### src/sv/tse_pkg.sv
// Package with shared constants and types for the TCP sequence/timestamp extractor.
`default_nettype none
package tse_pkg;
	localparam int MaxFrameBytes = 4096;
	localparam int OffW = 13;
	localparam logic [15:0] EthIpv4 = 16'h0800;
	localparam logic [15:0] EthIpv6 = 16'h86DD;
	localparam logic [7:0] OptTsKind = 8'd8;
	localparam logic [7:0] OptTsLen = 8'd10;
	localparam logic [0:0] CfgDestPort = 1'b0;
	localparam logic [0:0] CfgTsEnable = 1'b1;

	typedef enum logic [3:0] {
		PH_IDLE, PH_HDR, PH_KIND, PH_LEN_TS, PH_LEN_OTHER, PH_TSVAL, PH_STOP, PH_FOUND
	} phase_t;

	typedef struct packed {
		logic [7:0] frame_byte;
		logic       frame_last;
	} in_item_t;

	typedef struct packed {
		logic        matched;
		logic        is_ipv6;
		logic [31:0] seq_number;
		logic        ts_found;
		logic [31:0] ts_value;
		logic        ts_disabled;
	} out_item_t;
endpackage
`default_nettype wire

### src/sv/tse_if.sv
// Stream and configuration interfaces of the extractor.
`default_nettype none
interface tse_in_if import tse_pkg::*; ();
	logic     valid;
	logic     ready;
	in_item_t data;
	modport source (output valid, output data, input ready);
	modport sink (input valid, input data, output ready);
endinterface

interface tse_out_if import tse_pkg::*; ();
	logic      valid;
	logic      ready;
	out_item_t data;
	modport source (output valid, output data, input ready);
	modport sink (input valid, input data, output ready);
endinterface

interface tse_cfg_if ();
	logic        valid;
	logic        ready;
	logic [31:0] index;
	logic [31:0] wdata;
	modport source (output valid, output index, output wdata, input ready);
	modport sink (input valid, input index, input wdata, output ready);
endinterface
`default_nettype wire

### src/sv/tcp_seq_timestamp_extractor.sv
// Top level of the TCP sequence number and timestamp extractor.
`default_nettype none
// The block takes one Ethernet frame byte per item and can accept an item in
// every cycle. Each byte updates the parse state with a single pass of short
// logic: offset compare, ethertype and IPv6 extension header walk, TCP port and
// sequence capture, and the option walk that finds the timestamp TSval. On the
// byte marked last, one result item enters the output registers behind any
// result still waiting. A second output register acts as a skid stage, so
// input keeps flowing while one result waits; input stalls only while both
// registers hold results. Bytes at offsets of 4096 and beyond are ignored.
// Write configuration only while no frame is in progress.
module tcp_seq_timestamp_extractor import tse_pkg::*; (
	input wire logic clk,
	input wire logic arst_n,
	tse_in_if.sink   in_ch,
	tse_out_if.source out_ch,
	tse_cfg_if.sink  cfg
);
	logic [15:0] dest_port_q;
	logic        ts_enable_q;
	logic [OffW-1:0] off_q, hb_q, tcp_q, oend_q, onext_q;
	logic [15:0] eth_q, port_q;
	logic [7:0]  nh_q;
	phase_t      ph_q;
	logic [31:0] seq_q, ts_q;
	logic        tsdis_q;

	// Two-entry output buffer: main register and skid register.
	out_item_t   r0_q, r1_q;
	logic        v0_q, v1_q;

	assign cfg.ready = 1'b1;
	assign in_ch.ready = !v1_q;
	assign out_ch.valid = v0_q;
	assign out_ch.data = r0_q;

	wire acc = in_ch.valid && in_ch.ready;
	wire [7:0] b = in_ch.data.frame_byte;

	function automatic logic term(input logic [7:0] n);
		return n == 8'd6 || n == 8'd17 || n == 8'd58 || n == 8'd59;
	endfunction

	logic [OffW-1:0] n_off, n_hb, n_tcp, n_oend, n_onext, rel, tsl;
	logic [15:0] n_eth, n_port;
	logic [7:0]  n_nh;
	phase_t      n_ph;
	logic [31:0] n_seq, n_ts;
	logic        n_tsdis, mt, fnd;
	out_item_t   res;

	always_comb begin
		n_off = off_q; n_hb = hb_q; n_tcp = tcp_q; n_oend = oend_q;
		n_onext = onext_q; n_eth = eth_q; n_port = port_q; n_nh = nh_q;
		n_ph = ph_q; n_seq = seq_q; n_ts = ts_q; n_tsdis = tsdis_q;
		rel = '0; tsl = '0; mt = 1'b0; fnd = 1'b0;
		if (off_q < OffW'(MaxFrameBytes)) begin
			n_off = off_q + 1'b1;
			if (off_q == 13'd12 || off_q == 13'd13) n_eth = {eth_q[7:0], b};
			if (n_eth == EthIpv4 && off_q >= 13'd14) begin
				if (off_q == 13'd14)
					n_hb = (b[3:0] >= 4'd5) ? 13'd14 + {7'd0, b[3:0], 2'b00}
						: OffW'(MaxFrameBytes);
				else if (off_q == 13'd23) n_nh = b;
				else if (off_q >= 13'd34 && off_q == hb_q && ph_q == PH_IDLE &&
					nh_q == 8'd6) begin
					n_tcp = off_q; n_ph = PH_HDR; n_port = '0;
				end
			end else if (n_eth == EthIpv6 && off_q >= 13'd14) begin
				if (off_q == 13'd20) begin
					n_nh = b; n_hb = 13'd54;
				end else if (off_q >= 13'd54 && ph_q == PH_IDLE) begin
					if (off_q == hb_q) begin
						if (term(nh_q)) begin
							if (nh_q == 8'd6) begin
								n_tcp = off_q; n_ph = PH_HDR; n_port = '0;
							end
						end else n_port = {8'd0, b};
					end else if (off_q == hb_q + 1'b1 && !term(nh_q)) begin
						n_nh = port_q[7:0];
						n_hb = hb_q + {2'd0, b, 3'b000} + 13'd8;
						n_port = '0;
					end
				end
			end
			// TCP stage uses the phase and start just decided.
			rel = off_q - n_tcp;
			if (n_ph == PH_HDR) begin
				if (rel == 13'd2 || rel == 13'd3) n_port = {n_port[7:0], b};
				else if (rel >= 13'd4 && rel <= 13'd7) n_seq = {seq_q[23:0], b};
				else if (rel == 13'd12)
					n_oend = n_tcp + ((b[7:4] < 4'd5) ? 13'd20 : {7'd0, b[7:4], 2'b00});
				else if (rel == 13'd19) begin
					n_ph = PH_KIND; n_onext = n_tcp + 13'd20;
				end
			end else if (n_ph != PH_IDLE && off_q < oend_q) begin
				unique case (ph_q)
					PH_KIND: if (off_q == onext_q) begin
						if (b == 8'd0) n_ph = PH_STOP;
						else if (b == 8'd1) n_onext = off_q + 1'b1;
						else if (off_q + 1'b1 >= oend_q) n_ph = PH_STOP;
						else n_ph = (b == OptTsKind) ? PH_LEN_TS : PH_LEN_OTHER;
					end
					PH_LEN_TS, PH_LEN_OTHER: begin
						if (b < 8'd2 || {1'b0, onext_q} + {6'd0, b} > {1'b0, oend_q})
							n_ph = PH_STOP;
						else if (ph_q == PH_LEN_TS && b == OptTsLen) begin
							n_ph = PH_TSVAL; n_ts = '0;
						end else begin
							n_onext = onext_q + {5'd0, b}; n_ph = PH_KIND;
						end
					end
					PH_TSVAL: begin
						tsl = off_q - onext_q;
						if (tsl >= 13'd2 && tsl <= 13'd5) n_ts = {ts_q[23:0], b};
						if (tsl == 13'd5) n_ph = PH_FOUND;
					end
					default: ;
				endcase
			end
		end
		mt = n_ph >= PH_KIND && n_oend <= n_off && n_port == dest_port_q;
		if (mt && ts_enable_q && !tsdis_q) begin
			if (n_ph == PH_FOUND) fnd = 1'b1;
			else n_tsdis = 1'b1;
		end
		res.matched = mt;
		res.is_ipv6 = n_eth == EthIpv6;
		res.seq_number = mt ? n_seq : '0;
		res.ts_found = fnd;
		res.ts_value = fnd ? n_ts : '0;
		res.ts_disabled = n_tsdis;
	end

	wire push = acc && in_ch.data.frame_last;
	wire pop = v0_q && out_ch.ready;

	always_ff @(posedge clk or negedge arst_n) begin
		if (!arst_n) begin
			dest_port_q <= '0; ts_enable_q <= 1'b0;
			off_q <= '0; hb_q <= '0; tcp_q <= '0; oend_q <= '0; onext_q <= '0;
			eth_q <= '0; port_q <= '0; nh_q <= '0; ph_q <= PH_IDLE;
			seq_q <= '0; ts_q <= '0; tsdis_q <= 1'b0;
			r0_q <= '0; r1_q <= '0;
			v0_q <= 1'b0; v1_q <= 1'b0;
		end else begin
			if (cfg.valid) begin
				if (cfg.index == 32'(CfgDestPort)) dest_port_q <= cfg.wdata[15:0];
				else if (cfg.index == 32'(CfgTsEnable)) ts_enable_q <= cfg.wdata[0];
			end
			if (acc) begin
				if (in_ch.data.frame_last) begin
					off_q <= '0; hb_q <= '0; tcp_q <= '0; oend_q <= '0; onext_q <= '0;
					eth_q <= '0; port_q <= '0; nh_q <= '0; ph_q <= PH_IDLE;
					seq_q <= '0; ts_q <= '0;
					// The timestamp decision is taken only on the last byte.
					tsdis_q <= n_tsdis;
				end else begin
					off_q <= n_off; hb_q <= n_hb; tcp_q <= n_tcp; oend_q <= n_oend;
					onext_q <= n_onext; eth_q <= n_eth; port_q <= n_port; nh_q <= n_nh;
					ph_q <= n_ph; seq_q <= n_seq; ts_q <= n_ts;
				end
			end
			if (!v0_q || pop) begin
				if (v1_q) begin
					r0_q <= r1_q; v0_q <= 1'b1; v1_q <= 1'b0;
					if (push) begin r1_q <= res; v1_q <= 1'b1; end
				end else begin
					v0_q <= push;
					if (push) r0_q <= res;
				end
			end else if (push) begin
				r1_q <= res; v1_q <= 1'b1;
			end
		end
	end

	a_skid_only_when_full: assert property (@(posedge clk) disable iff (!arst_n)
		v1_q |-> v0_q) else $error("skid entry without main entry");
	a_no_accept_when_full: assert property (@(posedge clk) disable iff (!arst_n)
		(v1_q && !out_ch.ready) |=> v1_q) else $error("skid lost");
	a_sticky: assert property (@(posedge clk) disable iff (!arst_n)
		$past(tsdis_q) |-> tsdis_q) else $error("flag cleared");
	a_ts_implies_match: assert property (@(posedge clk) disable iff (!arst_n)
		out_ch.valid && out_ch.data.ts_found |-> out_ch.data.matched)
		else $error("timestamp without match");
endmodule
`default_nettype wire
### src/flat_wrapper.sv
// flat-port wrapper written by rule: the top's interface ports become plain ports
module tcp_seq_timestamp_extractor_flat import tse_pkg::*;
  (clk, arst_n, in_ch_valid, in_ch_data, in_ch_ready, out_ch_valid, out_ch_data, out_ch_ready, cfg_valid, cfg_index, cfg_wdata, cfg_ready);
  tse_in_if in_ch_i ();
  tse_out_if out_ch_i ();
  tse_cfg_if cfg_i ();
  input wire logic clk;
  input wire logic arst_n;
  input wire logic [$bits(in_ch_i.valid)-1:0] in_ch_valid;
  input wire logic [$bits(in_ch_i.data)-1:0] in_ch_data;
  output wire logic [$bits(in_ch_i.ready)-1:0] in_ch_ready;
  output wire logic [$bits(out_ch_i.valid)-1:0] out_ch_valid;
  output wire logic [$bits(out_ch_i.data)-1:0] out_ch_data;
  input wire logic [$bits(out_ch_i.ready)-1:0] out_ch_ready;
  input wire logic [$bits(cfg_i.valid)-1:0] cfg_valid;
  input wire logic [$bits(cfg_i.index)-1:0] cfg_index;
  input wire logic [$bits(cfg_i.wdata)-1:0] cfg_wdata;
  output wire logic [$bits(cfg_i.ready)-1:0] cfg_ready;
  assign in_ch_i.valid = in_ch_valid;
  assign in_ch_i.data = in_ch_data;
  assign in_ch_ready = in_ch_i.ready;
  assign out_ch_valid = out_ch_i.valid;
  assign out_ch_data = out_ch_i.data;
  assign out_ch_i.ready = out_ch_ready;
  assign cfg_i.valid = cfg_valid;
  assign cfg_i.index = cfg_index;
  assign cfg_i.wdata = cfg_wdata;
  assign cfg_ready = cfg_i.ready;
  tcp_seq_timestamp_extractor u_core (.clk(clk), .arst_n(arst_n), .in_ch(in_ch_i), .out_ch(out_ch_i), .cfg(cfg_i));
endmodule
### config.mk
export PLATFORM = sky130hd
export DESIGN_NAME = tcp_seq_timestamp_extractor_flat
export DESIGN_NICKNAME = d
export VERILOG_FILES = /design/src/sv/tse_pkg.sv /design/src/sv/tse_if.sv /design/src/sv/tcp_seq_timestamp_extractor.sv /design/src/flat_wrapper.sv
export SDC_FILE = /design/constraint.sdc
export NUM_CORES = 1
export LEC_CHECK = 0
export BUFFER_PORTS_ARGS = -buffer_cell sky130_fd_sc_hd__clkbuf_2
export CELL_PAD_IN_SITES_DETAIL_PLACEMENT = 1
export CELL_PAD_IN_SITES_GLOBAL_PLACEMENT = 1
export CORE_AREA = 2 2 227 229
export DETAILED_ROUTE_END_ITERATION = 12
export DIE_AREA = 0 0 229 231
export GPL_ROUTABILITY_DRIVEN = 0
export PLACE_DENSITY_LB_ADDON = 0.1
export SLEW_MARGIN = 20
export SYNTH_ARGS = -nofsm -noshare
export SYNTH_HDL_FRONTEND = slang
export SYNTH_SLANG_ARGS = --single-unit
### constraint.sdc
create_clock -name clk -period 9.1 [get_ports clk]
set_input_delay 0.455 -clock clk [delete_from_list [all_inputs] [get_ports clk]]
set_output_delay 0.455 -clock clk [all_outputs]
set_load 0.03 [all_outputs]
# Yosys cells after proc, flatten, opt, wreduce, memory -nomap -nowiden
# Index checks and enable logic that the tools add are counted.
[totals] wordCells=283 regBits=329 out_inout_bits=71
[op_classes] order_cmp=16 reduce_logical=50 eq_ne=45 addsub=11 bitwise=1 n_mux=132
[op_table] operator="13-bit two-way mux" n=44
[op_table] operator="32-bit two-way mux" n=14
[op_table] operator="68-bit two-way mux" n=5
[op_table] operator="16-bit two-way mux" n=19
[op_table] operator="4-bit two-way mux" n=25
[op_table] operator="8-bit two-way mux" n=10
[op_table] operator="32-bit one-hot mux with 2 select lines" n=1
[op_table] operator="13-bit by 4-bit == test with 1-bit output, second input constant" n=4
[op_table] operator="13-bit == test" n=3
[op_table] operator="13-bit by 5-bit == test with 1-bit output, second input constant" n=3
[op_table] operator="16-bit == test, second input constant" n=2
[op_table] operator="32-bit by 1-bit == test with 1-bit output, second input constant" n=1
[op_table] operator="32-bit logical NOT" n=1
[op_table] operator="13-bit by 1-bit adder with 13-bit output, second input constant" n=2
[op_table] operator="13-bit by 2-bit == test with 1-bit output, second input constant" n=2
[op_table] operator="13-bit by 6-bit >= comparator with 1-bit output, second input constant" n=2
[op_table] operator="13-bit by 3-bit <= comparator with 1-bit output, second input constant" n=2
[op_table] operator="13-bit one-hot mux with 2 select lines" n=1
[op_table] operator="13-bit subtractor" n=2
[op_table] operator="3-bit inequality test, second input constant" n=7
[op_table] operator="1-bit logical AND" n=18
[op_table] operator="16-bit by 12-bit == test with 1-bit output, second input constant" n=1
[op_table] operator="16-bit == test" n=1
[op_table] operator="8-bit by 4-bit == test with 1-bit output, second input constant" n=2
[op_table] operator="48 further kinds" n=83

# Logic depth before layout (Yosys ltp)
# Gate-level depths: netlist of run 1.
[depth] ltp_word=29 ltp_mapped=44 ltp_nobuf=38

# Least setup slack after synthesis of run 1
# OpenSTA, ideal clock, no wires.
[synth_path] path_type="reg2reg" start="reg u_core.off_q[9]" end="reg u_core.r1_q[14] in the netlist's numbering" arrival_time_ps=9256 n_path_buf=5 slack_ps=-232 path_stages_with_launch=42 synth_period_minus_slack_ps=9332 setup_ps=77 cell_sequence="dfrtp_1 clkbuf_1 or4_1 or4_1 nor2_1 a2111oi_4 nor2_1 clkbuf_1 clkbuf_1 nand2_1 o21ai_0 inv_1 fa_1 nor2b_1 o221a_2 o31ai_1 nor3b_1 or4_1 [6 not listed] clkbuf_1 mux2i_1 ha_1 nor2b_1 o21a_1 o21a_1 o21a_1 o21a_1 o2111ai_1 nand3_1 a221oi_1 o22ai_1 o21bai_1 a211o_1 nor4_4 nand3_1 clkbuf_1 o21ai_1"
[synth_between] elab_chain_cells=27 elab_cells_between_ends=115 classes_between="4 x add/sub; 12 x order compare; 18 x eq/ne; 64 x mux; 17 x reduce/logical"
[synth_rtl] element="from (decl)" line_no="tcp_seq_timestamp_extractor.sv:21" rtl="logic [OffW-1:0] off_q, hb_q, tcp_q, oend_q, onext_q;"
[synth_rtl] element="from (signal assigned)" line_no="tcp_seq_timestamp_extractor.sv:159" rtl="off_q <= n_off; hb_q <= n_hb; tcp_q <= n_tcp; oend_q <= n_oend;"
[synth_rtl] element="parallel branches: the longest is 23 deep, another holds 13-bit by 6-bit >= comparator with 1-bit output"
[synth_rtl] element="32-bit two-way mux (*)" line_no="tcp_seq_timestamp_extractor.sv:131" rtl="res.ts_value = fnd ? n_ts : '0;"
[synth_rtl] element="68-bit two-way mux (*)" line_no="tcp_seq_timestamp_extractor.sv:167, tcp_seq_timestamp_extractor.sv:172"
[synth_rtl] element="68-bit two-way mux" line_no="tcp_seq_timestamp_extractor.sv:165" rtl="if (v1_q) begin"
[synth_rtl] element="68-bit two-way mux (*)" line_no="tcp_seq_timestamp_extractor.sv:164" rtl="if (!v0_q || pop) begin"
[synth_rtl] element="to (signal assigned)" line_no="tcp_seq_timestamp_extractor.sv:144" rtl="r0_q <= '0; r1_q <= '0;"
[synth_rtl] element="to (signal assigned)" line_no="tcp_seq_timestamp_extractor.sv:167" rtl="if (push) begin r1_q <= res; v1_q <= 1'b1; end"
[synth_rtl] element="to (signal assigned)" line_no="tcp_seq_timestamp_extractor.sv:173" rtl="r1_q <= res; v1_q <= 1'b1;"
[synth_rtl] element="to (decl)" line_no="tcp_seq_timestamp_extractor.sv:29" rtl="out_item_t r0_q, r1_q;"
# Every way passes the cells marked *. The select of a mux whose other input is x is not followed.
# A chain may end at the register's enable or synchronous reset.

# Worst setup path after layout of run 1
[layout_path] start="reg u_core.off_q[0]" end="reg u_core.r1_q[45] in the netlist's numbering"
[layout_between] elab_chain_cells=24 elab_cells_between_ends=106 classes_between="4 x add/sub; 10 x order compare; 17 x eq/ne; 61 x mux; 14 x reduce/logical"
[layout_rtl] element="parallel branches: the longest is 20 deep, another holds 13-bit by 6-bit >= comparator with 1-bit output"
[layout_rtl] element="32-bit two-way mux (*)" line_no="tcp_seq_timestamp_extractor.sv:129" rtl="res.seq_number = mt ? n_seq : '0;"
[layout_rtl] element="68-bit two-way mux (*)" line_no="tcp_seq_timestamp_extractor.sv:167, tcp_seq_timestamp_extractor.sv:172"
[layout_rtl] element="68-bit two-way mux" line_no="tcp_seq_timestamp_extractor.sv:165"
[layout_rtl] element="68-bit two-way mux (*)" line_no="tcp_seq_timestamp_extractor.sv:164"
# Marks and branches as above.

==> results of run 1 <==
[power by group]
group | internal (uW) | leakage (uW) | total (uW) | switching (uW)
clock network | 984 | 0.000666 | 1660 | 680
registers | 1520 | 0.00446 | 1570 | 53.9
logic | 309 | 0.00608 | 835 | 526
[cells by family (layout without fill, tap and decap cells)]
family	after synthesis	count (layout)
buf+inv	234	433
compound gates	813	813
other cells	1	2
mux	48	48
xor+xnor	96	96
simple gates	833	833
fa+ha+maj	116	116
flops	328	328
[placed cells by master (no fill, tap or decap), drive strengths merged, types with 13 or more instances in the layout]
cell type	instances
a21o	34
a21oi	265
a22o	23
a22oi	13
a31oi	14
and2	55
and3	49
buf	152
clkbuf	189
dfrtp	328
ha	110
inv	78
mux2	17
mux2i	31
nand2	302
nand2b	18
nand3	43
nand4	32
nor2	157
nor2b	54
nor3	40
nor4	26
o21a	20
o21ai	237
o22ai	53
o31ai	59
xnor2	55
xor2	41
[registers in the layout (all words and copies together) (netlist names), 4 cells and up]
register and cells:
u_core.dest_port_q 16, u_core.eth_q 16, u_core.hb_q 12, u_core.nh_q 8
u_core.oend_q 13, u_core.off_q 13, u_core.onext_q 13, u_core.out_ch.data 68
u_core.ph_q 4, u_core.port_q 16, u_core.r1_q 68, u_core.seq_q 32
u_core.tcp_q 13, u_core.ts_q 32
[per-layer routing]
| layer | vias to the layer above | wire length (um) | global-route usage |
|---|---|---|---|
| li1 | 9205 | - | - |
| met1 | 10054 | 35100 | 0.397 |
| met2 | 492 | 35800 | 0.476 |
| met3 | 120 | 3530 | 0.0317 |
| met4 | 0 | 2440 | 0.0915 |
| met5 | - | 0 | 0 |
[timing repair]
action / CTS / global route
gates cloned: 0 / 2
hold buffers: 1 / 0
setup endpoints to repair: 133 / 135
pin swaps: 1 / 7
buffers inserted: 1 / 3
hold endpoints to repair: 65 / 0
resized for setup: 6 / 41
[cells in the mapped netlist (all sizes together) (18+ instances only)]
| master | n | area (sq um) |
|---|---|---|
| o21ai | 237 | 1190 |
| nor2b | 54 | 338 |
| o21a | 20 | 150 |
| mux2i | 31 | 310 |
| nand3 | 43 | 215 |
| nor4 | 26 | 199 |
| and2 | 55 | 344 |
| nand2b | 18 | 113 |
| a21oi | 265 | 1330 |
| xnor2 | 55 | 482 |
| clkbuf | 141 | 529 |
| o31ai | 59 | 448 |
| dfrtp | 328 | 8210 |
| xor2 | 41 | 359 |
| nor2 | 157 | 589 |
| o22ai | 53 | 332 |
| nand2 | 302 | 1140 |
| inv | 76 | 285 |
| ha | 110 | 1380 |
| and3 | 49 | 307 |
| nand4 | 32 | 200 |
| a21o | 34 | 255 |
| a22o | 23 | 201 |
| nor3 | 40 | 200 |
[per-stage QoR]
stage,power (uW),hold slack (ps),area (sq um)
4_1_cts,4100,91.9,24400
3_3_place_gp,2380,448,23000
2_1_floorplan,2090,159,20900
3_5_place_dp,2420,446,23000
5_1_grt,4250,108,24700
6_report,4070,116,24700
[area by class of cell]
class                           count  area, sq um  share of cell area
Antenna cell                        1         2.50            0.000101
Clock buffer                       58         1170              0.0473
Clock inverter                     15          185             0.00750
Inverter                           76          285              0.0115
Multi-Input combinational cell   1907        12100               0.489
Sequential cell                   328         8210               0.332
Tap cell                          680          851              0.0344
Timing Repair Buffer              284         1910              0.0774
[how the worst max path moves through the flow]
| stage | from | to | slack [ps] | cells after the start |
|---|---|---|---|---|
| detailed placement | u_core.off_q[12] | u_core.r1_q[61] | -210 | 41 |
| floorplan | u_core.off_q[1] | u_core.r1_q[14] | 20 | 43 |
| finish | u_core.off_q[0] | u_core.r1_q[45] | 350 | 42 |
| CTS | u_core.off_q[9] | u_core.r1_q[45] | 8 | 39 |
| global route | u_core.off_q[1] | u_core.r1_q[62] | -50 | 41 |
| global placement | u_core.off_q[12] | u_core.r1_q[53] | 100 | 40 |
==> metrics.txt, run 1 <==
# TYPE chip_impl_metric gauge
chip_impl_metric{name="ir_drop",unit="mV"} 0.126
chip_impl_metric{name="arrival",unit="ps"} 9210
chip_impl_info{name="rsz_0062_raised_after_global_routing",value="true"} 1
chip_impl_metric{name="core_region_area",unit="sq mm"} 0.0507
chip_impl_metric{name="cts.clk_slew.worst_paths",unit="ps"} 60
chip_impl_metric{name="h-tree-depth",unit=""} 2
chip_impl_metric{name="critPathBufInv",unit=""} 7
chip_impl_metric{name="final-setup-viol-count",unit=""} 0
chip_impl_metric{name="initial_core_util",unit=""} 0.413
chip_impl_metric{name="post-route-worst-setup-slack",unit="ps"} 347
chip_impl_info{name="crit_path_top_delay_cell",value="sky130_fd_sc_hd__dfrtp_1"} 1
chip_impl_metric{name="fillerInstances",unit=""} 6056
chip_impl_metric{name="num_io_pins",unit=""} 149
chip_impl_metric{name="number_of_nets_in_the_synthesized_netlist",unit=""} 2661
chip_impl_metric{name="clock_sinks",unit=""} 328
chip_impl_metric{name="clock_latency_of_the_later_clocked_register_in_the_worst_skew_pair",unit="ps"} 570
chip_impl_metric{name="final.period_utilization",unit=""} 0.962
chip_impl_metric{name="die_height",unit="um"} 231
chip_impl_info{name="min_delay_worst_endpoint",value="u_core.dest_port_q[10]"} 1
chip_impl_metric{name="share_of_flip_flops_with_an_asynchronous_set_or_reset_after_synthesis",unit=""} 1.00
chip_impl_metric{name="synth_xor_xnor_area_share",unit=""} 0.0402
chip_impl_info{name="worst-setup-path-type",value="flip-flop to flip-flop"} 1
chip_impl_metric{name="post_synth_mux_area_share",unit=""} 0.0240
chip_impl_metric{name="pin_count_of_the_biggest_net_entering_global_routing",unit=""} 96
chip_impl_metric{name="die_x",unit="um"} 229
chip_impl_metric{name="antenna_found_initial",unit=""} 1
chip_impl_info{name="tritoncts",value="yes"} 1
chip_impl_metric{name="reg2reg_setup_slack",unit="ps"} 350
chip_impl_info{name="synth_top_family_by_area",value="compound AO/OA/AOI/OAI gates"} 1
chip_impl_metric{name="p_leak",unit="uW"} 0.0112
chip_impl_metric{name="vias_after_detailed_routing",unit=""} 19871
chip_impl_metric{name="synth-edff-count",unit=""} 0
chip_impl_metric{name="fin_max_slew_vios",unit=""} 0
chip_impl_metric{name="std_cell_rows",unit=""} 83
chip_impl_info{name="cp-start-kind",value="flip-flop"} 1
chip_impl_metric{name="cts-buffers-inserted",unit=""} 40
chip_impl_metric{name="slowest_delay",unit="ps"} 390
chip_impl_metric{name="globalRoute.totalOverflow",unit=""} 0
chip_impl_info{name="min_path_type",value="input pin to flip-flop"} 1
chip_impl_metric{name="drive_gt1_frac",unit=""} 0.163
chip_impl_metric{name="worstMarginPinSlew",unit="ps"} 1090
chip_impl_metric{name="grt_pass1_wl",unit="mm"} 121
chip_impl_metric{name="detail_route.drc_violations",unit=""} 0
chip_impl_metric{name="ys.warnings.count",unit=""} 0
chip_impl_metric{name="netlist-cell-type-count",unit=""} 75
chip_impl_metric{name="number_of_global_route_vias_before_repair",unit=""} 20679
chip_impl_info{name="crit-reg2reg-capture",value="u_core.r1_q[45]"} 1
chip_impl_metric{name="final-instance-count-excl-fill",unit=""} 3349
chip_impl_metric{name="post_synth_fa_ha_maj_area_fraction",unit=""} 0.0706
chip_impl_info{name="cts_root_buffer",value="sky130_fd_sc_hd__clkbuf_16"} 1
chip_impl_metric{name="cp_data_required_time",unit="ps"} 9550
chip_impl_metric{name="totalNegativeSetupSlack",unit="ps"} 0
chip_impl_metric{name="syn_inst_count",unit=""} 2469
chip_impl_metric{name="hold_violations",unit=""} 0
chip_impl_metric{name="share_of_synthesized_area_occupied_by_flip_flops_and_latches",unit=""} 0.392
chip_impl_metric{name="preCtsSetupSlack",unit="ps"} -213
chip_impl_metric{name="final_nets",unit=""} 2829
chip_impl_metric{name="mappedNetlistArea",unit="sq mm"} 0.0209
chip_impl_metric{name="cts-root-to-sink-buffers",unit=""} 3
chip_impl_metric{name="ys_seq_elements",unit=""} 328
chip_impl_info{name="run_status",value="complete, no violations"} 1
chip_impl_metric{name="drt_pre_antenna_iters",unit=""} 7
chip_impl_metric{name="final_period_minus_worst_setup_slack",unit="ps"} 8750
chip_impl_metric{name="detail_route.vias_per_cell",unit=""} 5.93
chip_impl_metric{name="design.die.area",unit="sq mm"} 0.0529
chip_impl_metric{name="average_footprint_of_a_synthesized_cell",unit="sq um"} 8.47
chip_impl_metric{name="routed_wl",unit="mm"} 76.9
chip_impl_info{name="postSynth.topFlopCell",value="sky130_fd_sc_hd__dfrtp_1"} 1
chip_impl_metric{name="clock.fmax",unit="GHz"} 0.114
chip_impl_metric{name="post-place-cells",unit=""} 3268
chip_impl_metric{name="timing.slew.headroom",unit=""} 0.272
chip_impl_metric{name="final_standard_cell_utilization_of_the_core",unit=""} 0.487
chip_impl_metric{name="synth_simple_gate_area_share",unit=""} 0.194
chip_impl_metric{name="synth-compound-area-share",unit=""} 0.235
chip_impl_metric{name="power.density_cell_area",unit="mW/mm^2"} 165
chip_impl_metric{name="syn_to_final_growth",unit="%"} 18.1
chip_impl_info{name="worst_r2r_startpoint",value="u_core.off_q[0]"} 1
chip_impl_info{name="cp_top_family",value="compound AO/OA/AOI/OAI gates"} 1
chip_impl_metric{name="cap_viol_max_count",unit=""} 0
chip_impl_metric{name="hold_depth",unit=""} 2
chip_impl_info{name="worst_hold_startpoint",value="cfg_wdata[10]"} 1
chip_impl_info{name="worst_setup_path_end_kind",value="flip-flop"} 1
chip_impl_metric{name="rr_worst_depth",unit=""} 42
chip_impl_metric{name="antenna_violating_nets_post_route",unit=""} 0
chip_impl_metric{name="port-buffer-count",unit=""} 131
chip_impl_metric{name="clock-skew-final",unit="ps"} 17.9
chip_impl_metric{name="detailed_place_hpwl",unit="mm"} 53.5
chip_impl_metric{name="drt_iter0_drc",unit=""} 1366
chip_impl_metric{name="biggest_fanout_along_the_worst_timing_path",unit=""} 8
chip_impl_metric{name="avgRoutedWirePerCell",unit="um"} 23.0
chip_impl_metric{name="grt.total_usage",unit=""} 0.289
Note: power is estimated with default switching activity, not from simulation.
==> run 2: changes to the inputs <==
--- a/config.mk
+++ b/config.mk
@@ -5,12 +5,13 @@
 export SDC_FILE = /design/constraint.sdc
 export NUM_CORES = 1
 export LEC_CHECK = 0
+export ABC_AREA = 1
 export BUFFER_PORTS_ARGS = -buffer_cell sky130_fd_sc_hd__clkbuf_2
 export CELL_PAD_IN_SITES_DETAIL_PLACEMENT = 1
 export CELL_PAD_IN_SITES_GLOBAL_PLACEMENT = 1
-export CORE_AREA = 2 2 227 229
+export CORE_AREA = 2 2 237 239
 export DETAILED_ROUTE_END_ITERATION = 12
-export DIE_AREA = 0 0 229 231
+export DIE_AREA = 0 0 239 241
 export GPL_ROUTABILITY_DRIVEN = 0
 export PLACE_DENSITY_LB_ADDON = 0.1
 export SLEW_MARGIN = 20
==> run 2 against run 1 <==
Total power increased by 10%. Setup slack improved by 300 ps. Global-route usage decreased by 0.68 points. Sequential cell count unchanged. First-iteration DRC count increased by 8.9%. Cell count increased by 19%. Register-to-register slack improved by 300 ps. Clock skew decreased by 1.7 ps. Critical endpoint is now u_core.out_ch.data[24]. Largest power group unchanged.
==> metrics.txt, run 2 <==
# TYPE chip_impl_metric gauge
chip_impl_info{name="run_status",value="complete, no violations"} 1
chip_impl_metric{name="clock-skew-final",unit="ps"} 16.2
chip_impl_metric{name="fillerInstances",unit=""} 7001
chip_impl_info{name="cp-start-kind",value="flip-flop"} 1
chip_impl_info{name="synth.largest_area_cell",value="sky130_fd_sc_hd__dfrtp_1"} 1
chip_impl_metric{name="arrival",unit="ps"} 8970
chip_impl_metric{name="h-tree-depth",unit=""} 2
chip_impl_metric{name="diode_count",unit=""} 0
chip_impl_info{name="synth_area_leaders",value="sky130_fd_sc_hd__dfrtp_1, sky130_fd_sc_hd__nand2_1, sky130_fd_sc_hd__inv_1, sky130_fd_sc_hd__ha_1, sky130_fd_sc_hd__nor2_1"} 1
chip_impl_metric{name="antenna_found_initial",unit=""} 0
chip_impl_metric{name="final_nets",unit=""} 3454
chip_impl_metric{name="hold_violations",unit=""} 0
chip_impl_info{name="worst-setup-path-type",value="flip-flop to flip-flop"} 1
chip_impl_metric{name="antenna_violating_nets_post_route",unit=""} 0
chip_impl_info{name="synth.top_cells.by_count",value="sky130_fd_sc_hd__nand2_1, sky130_fd_sc_hd__inv_1, sky130_fd_sc_hd__dfrtp_1"} 1
chip_impl_metric{name="die_height",unit="um"} 241
chip_impl_metric{name="cts-buffers-inserted",unit=""} 42
chip_impl_metric{name="pin_count_of_the_biggest_net_entering_global_routing",unit=""} 147
chip_impl_metric{name="preCtsSetupSlack",unit="ps"} 406
chip_impl_metric{name="share_of_flip_flops_with_an_asynchronous_set_or_reset_after_synthesis",unit=""} 1.00
chip_impl_info{name="tritoncts",value="yes"} 1
chip_impl_metric{name="final-seq-area",unit="sq mm"} 0.00821
chip_impl_metric{name="synth_top_area_frac",unit=""} 0.367
chip_impl_info{name="most_common_library_cell_in_the_layout_ignoring_fill_and_taps",value="sky130_fd_sc_hd__nand2_1"} 1
chip_impl_metric{name="share_of_synthesized_area_occupied_by_flip_flops_and_latches",unit=""} 0.367
chip_impl_metric{name="cts-root-to-sink-buffers",unit=""} 3
chip_impl_metric{name="syn_inst_count",unit=""} 3118
chip_impl_metric{name="clock_sinks",unit=""} 328
chip_impl_metric{name="mappedNetlistArea",unit="sq mm"} 0.0224
chip_impl_metric{name="number_of_nets_in_the_synthesized_netlist",unit=""} 3310
chip_impl_metric{name="multi_input_comb_area",unit="sq mm"} 0.0121
chip_impl_metric{name="globalRoute.totalOverflow",unit=""} 0
chip_impl_metric{name="netlist-cell-type-count",unit=""} 64
chip_impl_metric{name="final.period_utilization",unit=""} 0.929
chip_impl_metric{name="syn_to_final_growth",unit="%"} 14.9
chip_impl_metric{name="post-route-worst-setup-slack",unit="ps"} 646
chip_impl_metric{name="cap_viol_max_count",unit=""} 0
chip_impl_metric{name="core_region_area",unit="sq mm"} 0.0549
chip_impl_metric{name="number_of_global_route_vias_before_repair",unit=""} 22969
chip_impl_info{name="library_cell_with_the_highest_instance_count_after_synthesis",value="sky130_fd_sc_hd__nand2_1"} 1
chip_impl_metric{name="synth-edff-count",unit=""} 0
chip_impl_info{name="layout.cells.most_common_list",value="sky130_fd_sc_hd__nand2_1, sky130_fd_sc_hd__inv_1, sky130_fd_sc_hd__dfrtp_1"} 1
chip_impl_metric{name="ys_seq_elements",unit=""} 328
chip_impl_metric{name="slowest_delay",unit="ps"} 390
chip_impl_info{name="cts_root_buffer",value="sky130_fd_sc_hd__clkbuf_16"} 1
chip_impl_metric{name="final_period_minus_worst_setup_slack",unit="ps"} 8450
chip_impl_metric{name="biggest_fanout_along_the_worst_timing_path",unit=""} 23
chip_impl_metric{name="detailed_place_hpwl",unit="mm"} 58.8
chip_impl_metric{name="cp_data_required_time",unit="ps"} 9620
chip_impl_metric{name="die_x",unit="um"} 239
chip_impl_metric{name="final_standard_cell_utilization_of_the_core",unit=""} 0.468
chip_impl_metric{name="detail_route.vias_per_cell",unit=""} 5.54
chip_impl_metric{name="grt_pass1_wl",unit="mm"} 128
chip_impl_metric{name="power.density_cell_area",unit="mW/mm^2"} 175
chip_impl_metric{name="ys.warnings.count",unit=""} 0
chip_impl_metric{name="std_cell_rows",unit=""} 86
chip_impl_metric{name="ir_drop",unit="mV"} 0.143
chip_impl_metric{name="drt_iter0_drc",unit=""} 1488
chip_impl_metric{name="detail_route.drc_violations",unit=""} 0
chip_impl_info{name="postSynth.topFlopCell",value="sky130_fd_sc_hd__dfrtp_1"} 1
chip_impl_metric{name="avgRoutedWirePerCell",unit="um"} 20.4
chip_impl_metric{name="num_io_pins",unit=""} 149
chip_impl_metric{name="clock_latency_of_the_later_clocked_register_in_the_worst_skew_pair",unit="ps"} 590
chip_impl_metric{name="timing.slew.headroom",unit=""} 0.326
chip_impl_metric{name="fin_max_slew_vios",unit=""} 0
chip_impl_info{name="min_path_type",value="input pin to flip-flop"} 1
chip_impl_metric{name="p_leak",unit="uW"} 0.0132
chip_impl_metric{name="drt_pre_antenna_iters",unit=""} 5
chip_impl_metric{name="routed_wl",unit="mm"} 81.5
chip_impl_metric{name="port-buffer-count",unit=""} 131
chip_impl_info{name="crit_path_top_delay_cell",value="sky130_fd_sc_hd__dfrtp_1"} 1
chip_impl_metric{name="vias_after_detailed_routing",unit=""} 22149
chip_impl_metric{name="worstMarginPinSlew",unit="ps"} 1010
chip_impl_metric{name="final-setup-viol-count",unit=""} 0
chip_impl_info{name="cp_common_cell",value="sky130_fd_sc_hd__nand2_1"} 1
chip_impl_metric{name="initial_core_util",unit=""} 0.407
chip_impl_metric{name="average_footprint_of_a_synthesized_cell",unit="sq um"} 7.17
chip_impl_metric{name="drive_gt1_frac",unit=""} 0.139
chip_impl_info{name="worst_setup_path_end_kind",value="flip-flop"} 1
chip_impl_metric{name="grt.total_usage",unit=""} 0.282
chip_impl_metric{name="design.die.area",unit="sq mm"} 0.0576
chip_impl_metric{name="cts.clk_slew.worst_paths",unit="ps"} 60
chip_impl_metric{name="clock.fmax",unit="GHz"} 0.118
-- run 2: final timing paths --
kind | startpoint | end | slack, ps | depth (start not counted)
worst max-delay path | u_core.off_q[1] | u_core.out_ch.data[24] | 650 | 60
worst min-delay path | cfg_wdata[0] | u_core.ts_enable_q | 90 | 3
worst max register to register | u_core.off_q[1] | u_core.out_ch.data[24] | 650 | 60
worst min register to register | u_core.out_ch.data[10] | u_core.out_ch.data[10] | 480 | 2
max in group asynchronous | arst_n | u_core.eth_q[12] | 6720 | 4
min in group asynchronous | arst_n | u_core.out_ch.data[58] | 470 | 2
-- run 2: repair_timing --
item	in CTS	in global routing
endpoints found under the setup margin	0	135
endpoints found under the hold margin	97	0
resized for setup	0	21
buffers inserted	0	12
hold buffers	1	0
-- run 2: through the flow --
step	cell area (sq um)	power [uW]	hold WS (ps)	TNS [ps]	cells
finish	25700	4480	94.3	0	3997
detailed placement	24000	2700	466	0	3907
global route	25700	4720	89.7	-0.445	3997
global placement	24000	2660	462	0	3907
floorplan	22400	2350	159	0	3118
CTS	25500	4510	70.9	0	3983
-- run 2: final cells by class --
cell class | count | area share
Tap cell | 704 | 0.0343
Clock inverter | 16 | 0.00999
Inverter | 402 | 0.0588
Multi-Input combinational cell | 2252 | 0.471
Clock buffer | 59 | 0.0469
Sequential cell | 328 | 0.320
Timing Repair Buffer | 236 | 0.0597
-- run 2: cells by family (layout without fill, tap and decap cells) --
group                    Yosys count  after routing  share of synthesized area
AND/OR/NAND/NOR                 1484           1484                      0.300
AO/OA/AOI/OAI                    610            610                      0.154
buffers and inverters            538            713                     0.0967
flip-flops                       328            328                      0.367
adder cells (fa/ha/maj)          114            114                     0.0651
XOR/XNOR                          37             37                     0.0145
multiplexers                       6              6                    0.00297
other                              1              1                   0.000168
-- run 2: where the power goes --
| group | switching, uW | total [uW] | internal [uW] |
|---|---|---|---|
| clock network | 718 | 1790 | 1070 |
| logic | 700 | 1060 | 355 |
| registers | 69.0 | 1640 | 1570 |
-- run 2: critical path: cells and delay by family (launching register included) --
kind	cells	cell delay, ps
simple gates	31	3400
compound gates	11	1890
buf+inv	15	1760
fa+ha+maj	3	910
flops	1	390
-- run 2: metal layers --
| layer | wire (um) | track usage | up-vias |
|---|---|---|---|
| li1 | - | - | 10545 |
| met1 | 37000 | 0.379 | 10968 |
| met2 | 37700 | 0.466 | 506 |
| met3 | 4200 | 0.0438 | 130 |
| met4 | 2590 | 0.0898 | 0 |
| met5 | 0 | 0 | - |
